<file path="config.mk">
export PLATFORM = sky130hd
export DESIGN_NAME = pdt_front
export DESIGN_NICKNAME = d
export VERILOG_FILES = /design/src/design/pdt_pkg.sv /design/src/design/pdt_front.sv
export SDC_FILE = /design/constraint.sdc
export NUM_CORES = 1
export LEC_CHECK = 0
export BUFFER_PORTS_ARGS = -buffer_cell sky130_fd_sc_hd__buf_2
export CORE_UTILIZATION = 37
export CTS_CLUSTER_SIZE = 30
export DETAILED_ROUTE_END_ITERATION = 10
export HOLD_SLACK_MARGIN = 0.03
export PLACE_DENSITY_LB_ADDON = 0.08
export SYNTH_ARGS = -nofsm -noshare
export SYNTH_HDL_FRONTEND = slang
export SYNTH_SLANG_ARGS = --single-unit
</file>
<file path="constraint.sdc">
create_clock -name clk -period 7.72 [get_ports clk]
set_clock_uncertainty 0.05 [all_clocks]
set_input_delay 1.158 -clock clk [delete_from_list [all_inputs] [get_ports clk]]
set_output_delay 1.158 -clock clk [all_outputs]
set_load 0.02 [all_outputs]
</file>
<file path="src/design/pdt_pkg.sv">
// Shared types and codes for the periodic task dispatch table.
`timescale 1ns / 1ps
`default_nettype none
package pdt_pkg;

  localparam int MAX_TASKS_DEF = 32;
  localparam int NUM_LISTS_DEF = 3;

  localparam logic OP_EXEC = 1'b0;
  localparam logic OP_REG  = 1'b1;

  typedef enum logic [1:0] {
    ST_OK     = 2'd0,
    ST_FULL   = 2'd1,
    ST_EXISTS = 2'd2
  } status_t;

  typedef struct packed {
    logic        operation;
    logic [1:0]  list_select;
    logic [15:0] task_key;
    logic [31:0] task_period;
    logic [31:0] now_us;
  } dispatch_in_t;

  typedef struct packed {
    status_t     status;
    logic [4:0]  due_slot;
    logic [15:0] due_key;
    logic        is_due;
    logic        last_of_run;
  } dispatch_out_t;

endpackage
`default_nettype wire

</file>
<file path="src/design/pdt_front.sv">
// Front stage: accepts input beats and drops those that name a missing list.
`timescale 1ns / 1ps
`default_nettype none
module pdt_front import pdt_pkg::*; #(
  parameter int NUM_LISTS = NUM_LISTS_DEF
) (
  input  wire logic         clk,
  input  wire logic         rst_n,
  input  wire logic         in_valid,
  output logic              in_ready,
  input  wire dispatch_in_t in_data,
  output logic              f_valid,
  input  wire logic         f_ready,
  output dispatch_in_t      f_data
);

  logic         f_vld_r, f_vld_nxt;
  dispatch_in_t f_data_r, f_data_nxt;
  logic         list_ok;

  assign in_ready = !f_vld_r || f_ready;
  assign list_ok  = int'(in_data.list_select) < NUM_LISTS;
  assign f_valid  = f_vld_r;
  assign f_data   = f_data_r;

  always_comb begin
    f_vld_nxt  = f_vld_r && !f_ready;
    f_data_nxt = f_data_r;
    if (in_valid && in_ready && list_ok) begin
      f_vld_nxt  = 1'b1;
      f_data_nxt = in_data;
    end
  end

  always_ff @(posedge clk) begin
    if (!rst_n) begin
      f_vld_r <= 1'b0;
    end else begin
      f_vld_r <= f_vld_nxt;
    end
  end

  always_ff @(posedge clk) begin
    f_data_r <= f_data_nxt;
  end

endmodule
`default_nettype wire

</file>
==> impl_metrics.json <==
{
  "outcome": "finished with violations",
  "violations": "design-rule violations",
  "cts.path.max_buffers": 2,
  "slew_viol_final": 0,
  "fin_setup_tns_ns": 0,
  "nNetsFinal": 358,
  "portBuffers": 171,
  "syn-cell-area_um2": 2540,
  "fmax_mhz": 358,
  "setup_viol": 0,
  "route.detailed.drc": 10,
  "post_cts_buffers": 0,
  "hold_viol": 0,
  "power.density_nw_per_um2": 255,
  "grt_pass1_wl_um": 7250,
  "required_ns": 6.51,
  "grt_start_max_net_pins": 65,
  "antenna_found_initial": 0,
  "viasPerCell": 4.28,
  "initial_utilization_pct": 39.1,
  "overflow": 0,
  "ys_seq_elements": 84,
  "cts_num_sinks": 84,
  "crit_path_end_kind": "output port",
  "first_pass_iters": 7,
  "areaGrowthSynthToFinish_pct": 46.1,
  "seq_area_frac_synth_pct": 98.8,
  "place.gp.congestion": 0.668,
  "wl_per_cell_um": 13.9,
  "critPathLaunchType": "input port",
  "grt_setup_unrepaired": "no",
  "clk_latency_ns": 0.33,
  "die_area_um2": 7210,
  "netlist_instances": 88,
  "num_io_pins": 172,
  "period_needed_ns": 2.79,
  "finalCritPeriodShare_pct": 36.2,
  "fp.coreArea_um2": 6490,
  "antenna_left": 0,
  "dr_total_vias": 1506,
  "num_antenna_cells": 0,
  "worst_pin_slew_ns": 0.781,
  "synth_top_area_cell": "edfxtp_1",
  "maxCapViolCount": 0,
  "dp_hpwl_um": 3660,
  "grt_pass1_vias": 1476,
  "worstPathArrival_ns": 1.58,
  "die_x_um": 84.9,
  "track_usage_pct": 14.0,
  "root_buffer": "clkbuf_8",
  "syn_area_per_cell_um2": 28.9,
  "cts_hold_buf": 0,
  "numCtsBuffers": 9,
  "hp-class": "reg -> reg",
  "cts_max_level": 3,
  "final_layout_size_suffix_gt1_share_pct": 68.4,
  "slew_headroom_pct": 48.0,
  "crit_fanout": 3,
  "drt_iter0_drc": 77,
  "rows": 29,
  "post_cts_resized": 0,
  "cts_tree": "done",
  "hold_path.startpoint": "f_valid",
  "pre_cts_slack_ns": 4.55,
  "synth_fp_nets": 175,
  "worst-setup-path-type": "in -> out",
  "synthTopCellsByArea": "edfxtp_1 (98%), dfxtp_1 (0.79%), a21bo_1 (0.39%)",
  "yosys_warnings": 0,
  "die_h_um": 84.9,
  "p_leak_nw": 1.61,
  "clkSlewWorstSetupHoldPaths_ns": 0.08,
  "r2r-start": "f_valid",
  "ir_worst_vdd_uv": 132,
  "synth_top_area_share_pct": 98.0,
  "drt-total-wl_um": 4900,
  "startpoint": "f_ready",
  "synth_cell_types": 6,
  "fin_ws_ns": 4.93
}
where the power goes:
part / internal, mW / switching, mW / leakage [nW]
clock network: 0.178 / 0.140 / 0.109
logic: 0.0325 / 0.0581 / 0.700
registers: 0.533 / 0.00535 / 0.799
total: 0.743 / 0.203 / 1.61
cells in the final DEF (no fill, tap or decap), drive strengths merged:
cell / count
a21bo: 1
clkbuf: 9
nand2b: 1
a21boi: 1
dfxtp: 1
nor2b: 1
bufinv: 2
edfxtp: 83
buf: 172
clkinv: 4
synth_stat cells, drive strengths merged:
library cell and count:
a21bo 1, a21boi 1, dfxtp 1, nor2b 1, nand2b 1, edfxtp 83
logic make-up after synthesis:
logic type / after synthesis / share of synthesized area, %
AO/OA/AOI/OAI: 2 / 0.689
AND/OR/NAND/NOR: 2 / 0.492
flip-flops: 84 / 98.8
layer usage:
layer | share of wire (%) | up-vias | routed length (µm) | GRT usage (%)
met4 | 1.8 | 0 | 89 | 7.55
met2 | 52 | 99 | 2550 | 24.0
met5 | 0 | - | 0 | 0
met3 | 11 | 9 | 539 | 7.49
li1 | - | 718 | - | -
met1 | 35 | 680 | 1730 | 13.5
sequential cells by signal (all words and copies together), names as in the netlist:
| register | flops |
|---|---|
| f_data | 83 |
| f_valid | 1 |
through the flow:
stage	instances	hold slack [ns]	utilization, %	power (mW)	area (µm²)
detailed placement	337	0.471	54.0	0.641	3510
finish	352	0.483	57.2	0.947	3710
global placement	337	0.467	54.0	0.640	3510
global route	352	0.521	57.2	0.984	3710
CTS	352	0.491	57.2	0.959	3710
floorplan	88	0.677	-	0.596	2540
worst paths after layout:
check	endpoint	slack [ns]	depth (start not counted)
worst min-delay path	f_valid	0.48	2
worst min register to register	f_valid	0.48	2
worst max register to register	f_data[76]	5.64	3
worst max-delay path	in_ready	4.93	3
critical path, cell delays in order:
cell and delay (ns):
buf_2 0.09, nand2b_1 0.16, buf_2 0.17
final cells by class:
type / count / area (µm²)
Multi-Input combinational cell: 4 / 37.5
Sequential cell: 84 / 2510
Tap cell: 77 / 96.3
Timing Repair Buffer: 172 / 863
Clock buffer: 9 / 124
Fill cell: 521 / 2780
Clock inverter: 6 / 80.1
(Power assumes the default switching activity.)
