`src/design/pdt_pkg.sv`:
```
// Shared types and codes for the periodic task dispatch table.
`timescale 1ns / 1ps
`default_nettype none
package pdt_pkg;

  localparam int MAX_TASKS_DEF = 32;
  localparam int NUM_LISTS_DEF = 3;

  localparam logic OP_EXEC = 1'b0;
  localparam logic OP_REG  = 1'b1;

  typedef enum logic [1:0] {
    ST_OK     = 2'd0,
    ST_FULL   = 2'd1,
    ST_EXISTS = 2'd2
  } status_t;

  typedef struct packed {
    logic        operation;
    logic [1:0]  list_select;
    logic [15:0] task_key;
    logic [31:0] task_period;
    logic [31:0] now_us;
  } dispatch_in_t;

  typedef struct packed {
    status_t     status;
    logic [4:0]  due_slot;
    logic [15:0] due_key;
    logic        is_due;
    logic        last_of_run;
  } dispatch_out_t;

endpackage
`default_nettype wire

```
`src/design/pdt_queue.sv`:
```
// Two-entry queue between the front stage and the dispatch engine.
`timescale 1ns / 1ps
`default_nettype none
module pdt_queue import pdt_pkg::*; (
  input  wire logic         clk,
  input  wire logic         rst_n,
  input  wire logic         push_valid,
  output logic              push_ready,
  input  wire dispatch_in_t push_data,
  output logic              pop_valid,
  input  wire logic         pop_ready,
  output dispatch_in_t      pop_data
);

  dispatch_in_t slot_mem [2];
  logic         wr_ptr_r, wr_ptr_nxt;
  logic         rd_ptr_r, rd_ptr_nxt;
  logic [1:0]   fill_r, fill_nxt;
  logic         do_push, do_pop;

  assign push_ready = fill_r != 2'd2;
  assign pop_valid  = fill_r != 2'd0;
  assign pop_data   = slot_mem[rd_ptr_r];
  assign do_push    = push_valid && push_ready;
  assign do_pop     = pop_valid && pop_ready;

  always_comb begin
    wr_ptr_nxt = do_push ? !wr_ptr_r : wr_ptr_r;
    rd_ptr_nxt = do_pop ? !rd_ptr_r : rd_ptr_r;
    fill_nxt   = fill_r + 2'(do_push) - 2'(do_pop);
  end

  always_ff @(posedge clk) begin
    if (!rst_n) begin
      wr_ptr_r <= 1'b0;
      rd_ptr_r <= 1'b0;
      fill_r   <= 2'd0;
    end else begin
      wr_ptr_r <= wr_ptr_nxt;
      rd_ptr_r <= rd_ptr_nxt;
      fill_r   <= fill_nxt;
    end
  end

  always_ff @(posedge clk) begin
    if (do_push) begin
      slot_mem[wr_ptr_r] <= push_data;
    end
  end

endmodule
`default_nettype wire

```
`config.mk`:
```
export PLATFORM = sky130hd
export DESIGN_NAME = pdt_queue
export DESIGN_NICKNAME = d
export VERILOG_FILES = /design/src/design/pdt_pkg.sv /design/src/design/pdt_queue.sv
export SDC_FILE = /design/constraint.sdc
export NUM_CORES = 1
export LEC_CHECK = 0
export ABC_AREA = 1
export BUFFER_PORTS_ARGS = -buffer_cell sky130_fd_sc_hd__clkbuf_2
export CORE_AREA = 2 2 141 143
export DETAILED_ROUTE_END_ITERATION = 7
export DIE_AREA = 0 0 143 145
export GPL_ROUTABILITY_DRIVEN = 0
export MAX_ROUTING_LAYER = met4
export REMOVE_ABC_BUFFERS = 1
export SLEW_MARGIN = 5
export SYNTH_ARGS = -nofsm -noshare
export SYNTH_HDL_FRONTEND = slang
export SYNTH_SLANG_ARGS = --single-unit
export TNS_END_PERCENT = 100
```
`constraint.sdc`:
```
create_clock -name clk -period 11.42 [get_ports clk]
set_clock_uncertainty 0.1 [all_clocks]
set_input_delay 0.571 -clock clk [delete_from_list [all_inputs] [get_ports clk]]
set_output_delay 0.571 -clock clk [all_outputs]
set_load 0.03 [all_outputs]
```
==> metrics.txt <==
status finished, final reports clean; power share of the clock group 0.269; Vias per Instance between 4 and 5; CP max stage cell buf_4; RSZ-0062 raised after global routing false; vias in the first global route 3,460; Sw Ratio 0.3242; Fmax about 300 MHz; clk sinks about 170; maximum VDD drop about 0.1 mV; shortest period the worst path allows between 3000 and 4000 ps; r2r setup slk around 8600 ps; Final Util 0.4256; area grow syn2layout 24.41%; Worst path max stage delay slightly above 800 ps; share of the synthesized area in the top cell type 0.7586; largest net degree at the start of global routing between 80 and 90; post-synth design cell area between 6000 and 7000 um^2; initial core utilization 0.3421; Placed Area around 7600 um^2; Max-Cap Viols 0; FF-to-FF Start fill_r[0]$_SDFF_PN0_; Critical Path Source Type flop; power per cell area 237.7 nW/um^2; Post-Syn Instances roughly 290; CTS tree yes; end point of the critical path pop_data[2]; Std-Cell Rows approximately 50; Most Crowded Layer GR met2; Clock Tree Root clkbuf_16; M3 GR Usage 0.03531; dpl hpwl around 7600 um; die height around 150 um; fin crit share 0.2940; Slew @ Worst Pin 1174 ps; post-route ant nets 0; critical-path maximum fanout 47; synth warn 0; GRT met1 Usage 0.1448; CP required roughly 11,000 ps; # DRC 0; initial antenna violation count 0; Inserted Clock Buffers 17; clock transition at the registers of the reported paths around 60 ps; layout filler cell count approximately 1,700; hold buffer count at CTS 0; Total GRT Usage 0.1220; Register-to-Register Path Depth 5; cell area after layout ~8200 um^2; Static Leak 3.215 nW; Inst Count DP just over 700; first-pass GRT wire length approximately 19,000 um; worst hold margin roughly 240 ps; Slew Limit Fails 0; I/O pin cnt approximately 170; share of cells above drive strength 1 0.5857; Fin Setup TNS 0 ps; Post-CTS Resized 0; Internal 1.313 mW; drt pass-1 iters 4; Area contributors post-synth edfxtp_1 (76%), mux2_4 (16%), mux2_2 (2.2%); Hold Crit Class primary input to flop; DRT iter0 DRCs between 150 and 200; Yosys reg bits roughly 170; Max-slew headroom 0.2172; net total in the final layout 566; cells along the critical path buf_4 -> mux2_2 -> clkbuf_2; Sw Pwr about 0.63 mW; worst setup path class flop to output port; most frequent cells in the layout clkbuf_2 (171), edfxtp_1 (166), mux2_4 (70); Critical Path AT about 2700 ps; RR Endpoint slot_mem[0][54]$_DFFE_PP_; post-CTS setup buffer count 0; global route overflow 0; Clock Latency Late Sink 410 ps; CP Capture Type output port; post-synthesis sequential area ratio 0.7738; Final Non-Filler Cells between 700 and 800; Die X roughly 140 um; Inserted Diodes 0; syn_area_per_cell 22.35 um^2; Hold Crit Depth 1; Comb power frac 0.298; H-tree levels 4; Routed WL around 12,000 um; met2 usage 0.1967; clock buffer depth 2; area leader, netlist edfxtp_1; DR WL/cell between 15 and 20 um; die area slightly above 20,000 um^2; Fin. Hold Viols 0; Port Buffer Count roughly 170; Flop pwr share 0.433; # setup viols final 0; most common cell after layout, fill and taps aside clkbuf_2; Yosys cell types 14; vias about 3,200; core area approximately 19,000 um^2
-- registers in the layout, indices dropped and copies added (netlist names), named ones only --
signal / flops
slot_mem: 166
fill_r: 2
rd_ptr_r: 1
wr_ptr_r: 1
-- stage by stage --
| step | total power, mW | worst slack, ps |
|---|---|---|
| 2_1_floorplan | 1.310 | 6465 |
| 3_3_place_gp | 1.431 | 8431 |
| 3_5_place_dp | 1.445 | 8333 |
| 4_1_cts | 1.973 | 7993 |
| 5_1_grt | 2.034 | 7946 |
| 6_report | 1.943 | 8063 |
-- metal layers --
layer,vias to the layer above,part of all wire
met5,-,0
met3,14,0.056
li1,1512,-
met1,1585,0.43
met2,101,0.50
met4,0,0.016
-- power by group through the flow --
stage / combinational [mW] / clock [mW] / sequential [mW]
after floorplan: 0.438 / 0 / 0.872
after global placement: 0.579 / 0 / 0.852
after detailed placement: 0.588 / 0 / 0.856
after CTS: 0.590 / 0.539 / 0.843
after global routing: 0.615 / 0.569 / 0.850
final: 0.579 / 0.522 / 0.842
-- critical path, delay by kind of cell, from the launching register on --
kind | cells | cell delay, ps
buffers and inverters | 2 | 1000
muxes | 1 | 410
DFF | 1 | 780
-- worst min-delay path by stage --
| stage | from | endpoint |
|---|---|---|
| after global placement | rd_ptr_r$_SDFFE_PN0P_ | rd_ptr_r$_SDFFE_PN0P_ |
| after detailed placement | rd_ptr_r$_SDFFE_PN0P_ | flop |
| after CTS | push_data[80] | slot_mem[1][80]$_DFFE_PP_ |
| after floorplan | rd_ptr_r$_SDFFE_PN0P_ | flop |
| final | push_data[14] | slot_mem[0][14]$_DFFE_PP_ |
| after global routing | push_data[51] | slot_mem[0][51]$_DFFE_PP_ |
-- area by class of cell --
cell class	instances	area [um^2]	area share
timing repair buffer	174	878.3	0.1074
multi-input combinational	107	1319	0.1613
inverter	7	26.28	0.003214
clock buffer	17	425.4	0.05204
tap	265	331.6	0.04056
sequential	171	5089	0.6224
clock inverter	14	106.4	0.01301
-- cells in the mapped netlist, drive strengths merged --
cell	instances
edfxtp	166
mux2	83
nand2	11
buf	9
nor2	9
inv	7
dfxtp	5
a21oi	1
ha	1
nand3	1
xnor2	1
-- cell families (layout without fill, tap and decap cells) --
kind of cell             after synthesis  in the layout  synth area share
flip-flops                           171            171            0.7738
multiplexers                          83             83            0.1822
AND/OR/NAND/NOR                       21             21           0.01218
buffers and inverters                 16            212           0.02780
adder cells (fa/ha/maj)                1              1          0.001904
AO/OA/AOI/OAI                          1              1         0.0007609
XOR/XNOR                               1              1          0.001333
(Power assumes the default switching activity.)
